$ cat src/design/sfr_pkg.sv
`default_nettype none
// ----------------------------------------------------------------------------
// sfr_pkg
// Types and constants shared by the stream find-and-replace modules.
// ----------------------------------------------------------------------------
package sfr_pkg;

	localparam int PAT_MAX   = 8;
	localparam int REP_MAX   = 8;
	localparam int WIN_DEPTH = 8;
	localparam int CNT_W     = 4;
	localparam int REG_IDX_W = 2;

	typedef enum logic [REG_IDX_W-1:0] {
		REG_PATTERN_LEN       = 2'd0,
		REG_PATTERN_BYTES     = 2'd1,
		REG_REPLACEMENT_LEN   = 2'd2,
		REG_REPLACEMENT_BYTES = 2'd3
	} sfr_reg_t;

	typedef enum logic [2:0] {
		ST_IDLE,
		ST_EVAL,
		ST_REPL,
		ST_FLUSH,
		ST_TERM
	} sfr_state_t;

	typedef enum logic [1:0] {
		EMIT_WIN,
		EMIT_REP,
		EMIT_TERM
	} sfr_emit_t;

	typedef struct packed {
		logic      push;
		logic      pop;
		logic      clear;
		logic      emit;
		sfr_emit_t sel;
		logic      emit_last;
		logic      rep_rst;
		logic      rep_inc;
	} sfr_cmd_t;

	typedef struct packed {
		logic count_zero;
		logic cur_partial;
		logic cur_full;
		logic sh_stop;
		logic sh_full;
		logic rlen_zero;
		logic rep_last;
		logic out_free;
	} sfr_status_t;

endpackage
`default_nettype wire

$ cat src/design/sfr_datapath.sv
`default_nettype none
// ----------------------------------------------------------------------------
// sfr_datapath
// Config registers, pending window, pattern compare and output register.
// ----------------------------------------------------------------------------
module sfr_datapath (
	input  wire                            clk,
	input  wire                            arst_n,
	input  wire                            cfg_we,
	input  wire [sfr_pkg::REG_IDX_W-1:0]   cfg_index,
	input  wire [63:0]                     cfg_data,
	input  wire [7:0]                      in_char,
	input  sfr_pkg::sfr_cmd_t              cmd,
	output sfr_pkg::sfr_status_t           st,
	output logic                           m_tvalid,
	input  wire                            m_tready,
	output logic [7:0]                     m_tdata,
	output logic                           m_tuser,
	output logic                           m_tlast
);
	import sfr_pkg::*;

	logic [CNT_W-1:0]                plen_q;
	logic [PAT_MAX*8-1:0]            pat_q;
	logic [CNT_W-1:0]                rlen_q;
	logic [REP_MAX*8-1:0]            rep_q;
	logic [CNT_W-1:0]                count_q;
	logic [WIN_DEPTH-1:0][7:0]       win_q;
	logic [2:0]                      rep_idx_q;
	logic                            out_valid_q;
	logic [7:0]                      out_char_q;
	logic                            out_is_char_q;
	logic                            out_last_q;

	logic [WIN_DEPTH-1:0][7:0]       win_sh;
	logic [CNT_W-1:0]                count_sh;
	logic [1:0]                      cur_j;
	logic [1:0]                      sh_j;
	logic [CNT_W-1:0]                base;
	logic [WIN_DEPTH-1:0][7:0]       win_n;
	logic [7:0]                      emit_char;

	function automatic logic [CNT_W-1:0] eff_plen(input logic [CNT_W-1:0] v);
		if (v == '0)
			return CNT_W'(1);
		else if (v > CNT_W'(PAT_MAX))
			return CNT_W'(PAT_MAX);
		else
			return v;
	endfunction

	function automatic logic [CNT_W-1:0] eff_rlen(input logic [CNT_W-1:0] v);
		if (v > CNT_W'(REP_MAX))
			return CNT_W'(REP_MAX);
		else
			return v;
	endfunction

	// {full match, partial match} of the first c bytes against the pattern
	function automatic logic [1:0] judge(
		input logic [WIN_DEPTH-1:0][7:0] w,
		input logic [CNT_W-1:0]          c,
		input logic [CNT_W-1:0]          pl,
		input logic [PAT_MAX*8-1:0]      pat
	);
		logic ok;
		ok = 1'b1;
		for (int i = 0; i < WIN_DEPTH; i++) begin
			if (CNT_W'(i) < c && w[i] != pat[i*8 +: 8])
				ok = 1'b0;
		end
		return {ok && c == pl && c != '0, ok && c < pl && c != '0};
	endfunction

	assign win_sh   = {8'h00, win_q[WIN_DEPTH-1:1]};
	assign count_sh = count_q - CNT_W'(1);
	assign cur_j    = judge(win_q, count_q, plen_q, pat_q);
	assign sh_j     = judge(win_sh, count_sh, plen_q, pat_q);

	always_comb begin
		st.count_zero  = count_q == '0;
		st.cur_full    = cur_j[1];
		st.cur_partial = cur_j[0];
		st.sh_full     = count_q != '0 && sh_j[1];
		st.sh_stop     = count_q == CNT_W'(1) || sh_j[0];
		st.rlen_zero   = rlen_q == '0;
		st.rep_last    = (CNT_W'(rep_idx_q) + CNT_W'(1)) == rlen_q;
		st.out_free    = !out_valid_q || m_tready;
	end

	// count after pop or clear is where a pushed byte lands
	always_comb begin
		if (cmd.clear)
			base = '0;
		else if (cmd.pop)
			base = count_sh;
		else
			base = count_q;
		for (int i = 0; i < WIN_DEPTH; i++) begin
			win_n[i] = cmd.pop ? win_sh[i] : win_q[i];
			if (cmd.push && base[2:0] == 3'(i))
				win_n[i] = in_char;
		end
	end

	always_comb begin
		case (cmd.sel)
			EMIT_WIN:  emit_char = win_q[0];
			EMIT_REP:  emit_char = rep_q[rep_idx_q*8 +: 8];
			default:   emit_char = 8'h00;
		endcase
	end

	always_ff @(posedge clk or negedge arst_n) begin
		if (!arst_n) begin
			plen_q      <= CNT_W'(1);
			pat_q       <= '0;
			rlen_q      <= '0;
			rep_q       <= '0;
			count_q     <= '0;
			rep_idx_q   <= '0;
			out_valid_q <= 1'b0;
		end else begin
			if (cfg_we && cfg_index == REG_PATTERN_LEN) begin
				plen_q  <= eff_plen(cfg_data[CNT_W-1:0]);
				count_q <= '0;
			end else begin
				count_q <= cmd.push ? base + CNT_W'(1) : base;
			end
			if (cfg_we && cfg_index == REG_PATTERN_BYTES)
				pat_q <= cfg_data;
			if (cfg_we && cfg_index == REG_REPLACEMENT_LEN)
				rlen_q <= eff_rlen(cfg_data[CNT_W-1:0]);
			if (cfg_we && cfg_index == REG_REPLACEMENT_BYTES)
				rep_q <= cfg_data;
			if (cmd.rep_rst)
				rep_idx_q <= '0;
			else if (cmd.rep_inc)
				rep_idx_q <= rep_idx_q + 3'd1;
			if (cmd.emit)
				out_valid_q <= 1'b1;
			else if (m_tready)
				out_valid_q <= 1'b0;
		end
	end

	always_ff @(posedge clk) begin
		win_q <= win_n;
		if (cmd.emit) begin
			out_char_q    <= emit_char;
			out_is_char_q <= cmd.sel != EMIT_TERM;
			out_last_q    <= cmd.emit_last;
		end
	end

	assign m_tvalid = out_valid_q;
	assign m_tdata  = out_char_q;
	assign m_tuser  = out_is_char_q;
	assign m_tlast  = out_last_q;

endmodule
`default_nettype wire

$ cat src/design/sfr_ctrl.sv
`default_nettype none
// ----------------------------------------------------------------------------
// sfr_ctrl
// Sequencer that walks the pending window and issues emit commands.
// ----------------------------------------------------------------------------
module sfr_ctrl (
	input  wire                       clk,
	input  wire                       arst_n,
	input  wire                       s_tvalid,
	output logic                      s_tready,
	input  wire                       s_tlast,
	input  sfr_pkg::sfr_status_t      st,
	output sfr_pkg::sfr_cmd_t         cmd
);
	import sfr_pkg::*;

	sfr_state_t state_q, state_n;
	logic       last_q, last_n;
	logic       fin;

	always_ff @(posedge clk or negedge arst_n) begin
		if (!arst_n) begin
			state_q <= ST_IDLE;
			last_q  <= 1'b0;
		end else begin
			state_q <= state_n;
			last_q  <= last_n;
		end
	end

	always_comb begin
		state_n  = state_q;
		last_n   = last_q;
		cmd      = '0;
		cmd.sel  = EMIT_WIN;
		s_tready = 1'b0;
		fin      = 1'b0;

		unique case (state_q)
			ST_IDLE: begin
				fin = 1'b1;
			end
			ST_EVAL: begin
				if (st.count_zero || st.cur_partial) begin
					if (last_q)
						state_n = ST_FLUSH;
					else
						fin = 1'b1;
				end else if (st.cur_full) begin
					if (st.rlen_zero) begin
						cmd.clear = 1'b1;
						fin       = !last_q;
					end else begin
						cmd.rep_rst = 1'b1;
						state_n     = ST_REPL;
					end
				end else if (st.out_free) begin
					// head byte cannot start a match
					cmd.emit      = 1'b1;
					cmd.sel       = EMIT_WIN;
					cmd.pop       = 1'b1;
					cmd.emit_last = !last_q &&
						(st.sh_stop || (st.sh_full && st.rlen_zero));
					fin           = !last_q && st.sh_stop;
				end
			end
			ST_REPL: begin
				if (st.out_free) begin
					cmd.emit      = 1'b1;
					cmd.sel       = EMIT_REP;
					cmd.rep_inc   = 1'b1;
					cmd.emit_last = st.rep_last && !last_q;
					if (st.rep_last) begin
						cmd.clear = 1'b1;
						if (last_q)
							state_n = ST_EVAL;
						else
							fin = 1'b1;
					end
				end
			end
			ST_FLUSH: begin
				if (st.count_zero) begin
					state_n = ST_TERM;
				end else if (st.out_free) begin
					cmd.emit = 1'b1;
					cmd.sel  = EMIT_WIN;
					cmd.pop  = 1'b1;
				end
			end
			ST_TERM: begin
				if (st.out_free) begin
					cmd.emit      = 1'b1;
					cmd.sel       = EMIT_TERM;
					cmd.emit_last = 1'b1;
					last_n        = 1'b0;
					state_n       = ST_IDLE;
				end
			end
			default: begin
				state_n = ST_IDLE;
			end
		endcase

		// window settled for this byte: take the next one in the same cycle
		if (fin) begin
			s_tready = 1'b1;
			if (s_tvalid) begin
				cmd.push = 1'b1;
				last_n   = s_tlast;
				state_n  = ST_EVAL;
			end else begin
				state_n  = ST_IDLE;
			end
		end
	end

endmodule
`default_nettype wire

$ cat src/design/stream_find_and_replace.sv
`default_nettype none
// ----------------------------------------------------------------------------
// stream_find_and_replace
// Byte stream find-and-replace with a pending window and end-of-string flush.
// ----------------------------------------------------------------------------
// Bytes come in one per word on s_*, the last byte of a string flagged by
// s_tlast. Each leftmost, non-overlapping match of the pattern is replaced by
// the replacement; bytes that may still begin a match are held until decided.
// A byte that passes straight through or is held is settled in ST_EVAL and
// the next byte is taken in the same cycle. A full match with a non-empty
// replacement enters ST_REPL, reading the replacement out of its register a
// byte a cycle. A byte that breaks a partial match releases held bytes one
// per cycle through the single output register until the rest may begin a
// match. On the last byte the held bytes are flushed one per cycle; once the
// window is empty, ST_TERM loads the terminator word (m_tuser low, data zero)
// and input is taken again in ST_IDLE. Any stall on m_tready holds the
// sequencer. Config writes are always taken and must only come while idle.
module stream_find_and_replace (
	input  wire                          clk,
	input  wire                          arst_n,
	input  wire                          s_tvalid,
	output logic                         s_tready,
	input  wire  [7:0]                   s_tdata,   // in_char
	input  wire                          s_tlast,   // in_last
	output logic                         m_tvalid,
	input  wire                          m_tready,
	output logic [7:0]                   m_tdata,   // out_char
	output logic                         m_tuser,   // out_is_char
	output logic                         m_tlast,   // out_last
	input  wire                          cfg_valid,
	output logic                         cfg_ready,
	input  wire  [sfr_pkg::REG_IDX_W-1:0] cfg_index,
	input  wire  [63:0]                  cfg_data
);
	import sfr_pkg::*;

	sfr_cmd_t    cmd;
	sfr_status_t st;

	assign cfg_ready = 1'b1;

	sfr_ctrl u_ctrl (
		.clk      (clk),
		.arst_n   (arst_n),
		.s_tvalid (s_tvalid),
		.s_tready (s_tready),
		.s_tlast  (s_tlast),
		.st       (st),
		.cmd      (cmd)
	);

	sfr_datapath u_dp (
		.clk       (clk),
		.arst_n    (arst_n),
		.cfg_we    (cfg_valid && cfg_ready),
		.cfg_index (cfg_index),
		.cfg_data  (cfg_data),
		.in_char   (s_tdata),
		.cmd       (cmd),
		.st        (st),
		.m_tvalid  (m_tvalid),
		.m_tready  (m_tready),
		.m_tdata   (m_tdata),
		.m_tuser   (m_tuser),
		.m_tlast   (m_tlast)
	);

	// output register is only loaded when it is free
	a_emit_free: assert property (@(posedge clk) disable iff (!arst_n)
		cmd.emit |-> st.out_free)
		else $error("word loaded into a busy output register");

	// the last byte of a string is followed by flush, not another byte
	a_last_blocks: assert property (@(posedge clk) disable iff (!arst_n)
		(s_tvalid && s_tready && s_tlast) |=> !s_tready)
		else $error("input taken right after end of string");

	// terminator always closes the results of its input
	a_term_last: assert property (@(posedge clk) disable iff (!arst_n)
		(m_tvalid && !m_tuser) |-> (m_tlast && m_tdata == 8'h00))
		else $error("terminator word malformed");

endmodule
`default_nettype wire
$ cat config.mk
export PLATFORM = sky130hd
export DESIGN_NAME = stream_find_and_replace
export DESIGN_NICKNAME = d
export VERILOG_FILES = /design/src/design/sfr_pkg.sv /design/src/design/sfr_datapath.sv /design/src/design/sfr_ctrl.sv /design/src/design/stream_find_and_replace.sv
export SDC_FILE = /design/constraint.sdc
export NUM_CORES = 1
export LEC_CHECK = 0
export BUFFER_PORTS_ARGS = -buffer_cell sky130_fd_sc_hd__buf_2
export CAP_MARGIN = 25
export CORE_MARGIN = 2
export CORE_UTILIZATION = 50
export CTS_BUF_LIST = sky130_fd_sc_hd__clkbuf_2
export CTS_CLUSTER_SIZE = 8
export DETAILED_ROUTE_END_ITERATION = 12
export PLACE_DENSITY = 0.68
export SLEW_MARGIN = 25
export SYNTH_ARGS = -nofsm -noshare
export SYNTH_HDL_FRONTEND = slang
export SYNTH_SLANG_ARGS = --single-unit
$ cat constraint.sdc
create_clock -name clk -period 10.6 [get_ports clk]
set_input_delay 2.12 -clock clk [delete_from_list [all_inputs] [get_ports clk]]
set_output_delay 2.12 -clock clk [all_outputs]
set_load 0.02 [all_outputs]
==> impl_metrics.env <==
export IMPL_start_util_pct=51.1
export IMPL_io_pins=93
export IMPL_post_cts_resized=0
export IMPL_syn_nets=971
export IMPL_hp_class="reg2reg"
export IMPL_dieArea_um2=24500
export IMPL_path_max_fanout=6
export IMPL_rr_startpoint="u_dp.count_q[0]"
export IMPL_synth_edff_count=74
export IMPL_maxSlewViolCount=0
export IMPL_antenna_found_initial=2
export IMPL_grt_overflow_total=0
export IMPL_post_drt_wl_per_cell_um=22.1
export IMPL_highest_layer="met4"
export IMPL_drt_antenna_violating_nets=0
export IMPL_route_detailed_drc=0
export IMPL_crit_arrival_ns=3.97
export IMPL_cp_required_ns=8.48
export IMPL_synth_area_um2=11600
export IMPL_grt_usage_pct=24.7
export IMPL_clk_path_buf_depth=3
export IMPL_drive_gt1_share_pct=39.5
export IMPL_portBuffers=91
export IMPL_rsz0062_at_grt="no"
export IMPL_tightest_slew_ns=0.940
export IMPL_fin_ws_ns=4.51
export IMPL_post_place_ws_ns=5.07
export IMPL_finalCritPeriodShare_pct=57.5
export IMPL_nNetsFinal=1096
export IMPL_skew_ns=0.115
export IMPL_peakVddDrop_v=0.000106
export IMPL_grt_pass1_vias=7599
export IMPL_setup_viol=0
export IMPL_hp_start="u_dp.rep_q[50]"
export IMPL_p_per_area_nw_per_um2=277
export IMPL_die_h_um=156
export IMPL_final_fill_count=1967
export IMPL_post_cts_buffers=0
export IMPL_cts_buffers=56
export IMPL_route_met3_wl_um=1490
export IMPL_fmax_mhz=164
export IMPL_cts_sinks=222
export IMPL_avgSynthCellArea_um2=13.3
export IMPL_cts_htree_levels=2
export IMPL_synth_seq_cells=222
export IMPL_grt_max_degree=99
export IMPL_gp_congestion=0.924
export IMPL_die_w_um=156
export IMPL_fin_setup_tns_ns=0
export IMPL_final_area_um2=12900
export IMPL_post_route_min_period_ns=6.09
export IMPL_coreArea_um2=22700
export IMPL_drt_pre_antenna_iters=5
export IMPL_cts_root_buf="clkbuf_2"
export IMPL_end_kind="output port"
export IMPL_insertion_delay_ns=0.90
export IMPL_place_area_um2=12300
export IMPL_ys_seq_area_share_pct=51.1
export IMPL_drt_met1_wl_um=13100
export IMPL_synthToLayoutAreaGrowth_pct=10.8
export IMPL_status="complete, no violations"
export IMPL_wl_met2_um=13900
export IMPL_max_cap_violations=0
export IMPL_cts_clk_slew_worst_paths_ns=0.09
export IMPL_hold_buffers=0
export IMPL_cts_tree="done"
export IMPL_drt_total_wl_um=29400
export IMPL_ys_flop_type="dfrtp_1"
export IMPL_syn_inst=873
export IMPL_worstSetupPathType="reg2out"
export IMPL_startpoint_type="register"
export IMPL_hpwl_um=21500
export IMPL_grt_pass1_wl_um=44700
export IMPL_yosys_warnings=0
export IMPL_fp_row_count=55
export IMPL_hold_violations=0
export IMPL_leakage_nw=5.37
export IMPL_synth_distinct_cells=67
export IMPL_critPathLaunch="u_dp.count_q[0]"
export IMPL_viasPerCell=5.77
export IMPL_vias=7649
export IMPL_async_reset_ff_share_pct=66.7
export IMPL_drt_initial_drc_count=486
export IMPL_relSlewSlack_pct=37.3
==> report_power, final <==
part | leakage, nW | internal [W] | switching, W
registers | 2.46 | 0.00126 | 0.000301
clock network | 0.381 | 0.000206 | 0.000357
logic | 2.53 | 0.000682 | 0.000757
==> critical path: stages (launching register included) <==
cell,delay [ns]
dfrtp_1,0.50
inv_1,0.15
ha_1,0.40
inv_1,0.08
ha_1,0.29
nor2b_1,0.13
o21ai_0,0.14
nand2b_1,0.09
a2111oi_0,0.48
nand4_1,0.22
a31oi_2,0.31
nor2_1,0.12
inv_1,0.07
buf_2,0.15
==> synthesized netlist by cell type, drive strengths merged, types with 4 or more instances <==
cell type / n / area, um2
and2: 9 / 56.3
clkbuf: 20 / 75.1
nor3: 11 / 88.8
nand2b: 12 / 75.1
edfxtp: 74 / 2220
or2: 7 / 43.8
nor4: 21 / 131
mux2i: 9 / 90.1
a21oi: 14 / 70.1
or3b: 4 / 35.0
xor2: 69 / 604
mux4: 16 / 360
dfrtp: 147 / 3680
o21ai: 26 / 141
a31oi: 5 / 37.5
nor2: 18 / 67.6
nand2: 34 / 128
xnor2: 61 / 534
mux2: 188 / 2180
ha: 18 / 225
inv: 21 / 78.8
nand4: 22 / 138
buf: 10 / 72.6
nand3: 5 / 25.0
==> layout make-up <==
cell class / count / area [um2] / share of cell area (%)
multi-input cells: 600 / 5470 / 42.6
flip-flops and latches: 222 / 5930 / 46.1
inverters: 21 / 78.8 / 0.613
well taps: 285 / 357 / 2.77
clock inverters: 20 / 86.3 / 0.671
clock buffers: 80 / 400 / 3.11
diodes: 1 / 2.50 / 0.0195
repair buffers: 97 / 539 / 4.19
==> sequential cells by signal, summed over array words and instances, names as in the netlist <==
name,count
u_dp.m_tdata,8
u_dp.rep_q,64
u_ctrl.state_q,3
u_dp.win_q,64
u_dp.m_tlast,1
u_dp.m_tvalid,1
u_dp.count_q,4
u_dp.rlen_q,4
u_dp.m_tuser,1
u_dp.pat_q,64
u_ctrl.last_q,1
u_dp.rep_idx_q,3
u_dp.plen_q,4
==> stage by stage <==
stage                     total power, W  instances  utilization (%)  hold WS (ns)
after floorplan                  0.00258        873                -         0.449
after global placement           0.00297       1223             54.3         0.465
after detailed placement         0.00301       1224             54.4         0.474
after CTS                        0.00358       1324             56.5         0.510
after global routing             0.00379       1326             56.7         0.521
final                            0.00356       1326             56.7         0.509
==> logic make-up (layout without fill, tap and decap cells) <==
| logic type | count (synthesis) | count (layout) | share of synthesized area, % |
|---|---|---|---|
| compound gates | 77 | 77 | 4.66 |
| xor+xnor | 130 | 130 | 9.81 |
| fa+ha+maj | 18 | 18 | 1.94 |
| buf+inv | 51 | 218 | 1.95 |
| flops | 222 | 222 | 51.1 |
| mux | 213 | 213 | 22.6 |
| other cells | 1 | 2 | 0.0323 |
| simple gates | 161 | 161 | 7.93 |
==> layer usage <==
metal / track usage (%) / vias to the layer above
li1: - / 3499
met1: 34.0 / 3861
met2: 39.4 / 230
met3: 4.21 / 59
met4: 9.70 / 0
met5: 0 / -
==> worst paths after layout <==
| path | end | depth (start not counted) | slack, ns |
|---|---|---|---|
| setup / recovery | s_tready | 13 | 4.51 |
| hold / removal | u_dp.rep_q[50] | 1 | 0.51 |
| setup reg to reg | u_dp.win_q[8] | 11 | 5.81 |
| hold reg to reg | u_dp.rep_q[50] | 1 | 0.51 |
| max in group asynchronous | u_dp.rep_q[41] | 2 | 8.53 |
| min in group asynchronous | u_dp.pat_q[18] | 1 | 1.07 |
==> cell usage in the layout, fill, tap and decap left out, types with 22 or more instances in the layout <==
| master | n |
|---|---|
| mux2_2 | 172 |
| dfrtp_1 | 147 |
| buf_2 | 90 |
| clkbuf_2 | 80 |
| edfxtp_1 | 74 |
| xor2_1 | 69 |
| xnor2_1 | 61 |
| nand2_1 | 34 |
| o21ai_0 | 25 |
| nand4_1 | 22 |
Note: power is estimated with default switching activity, not from simulation.
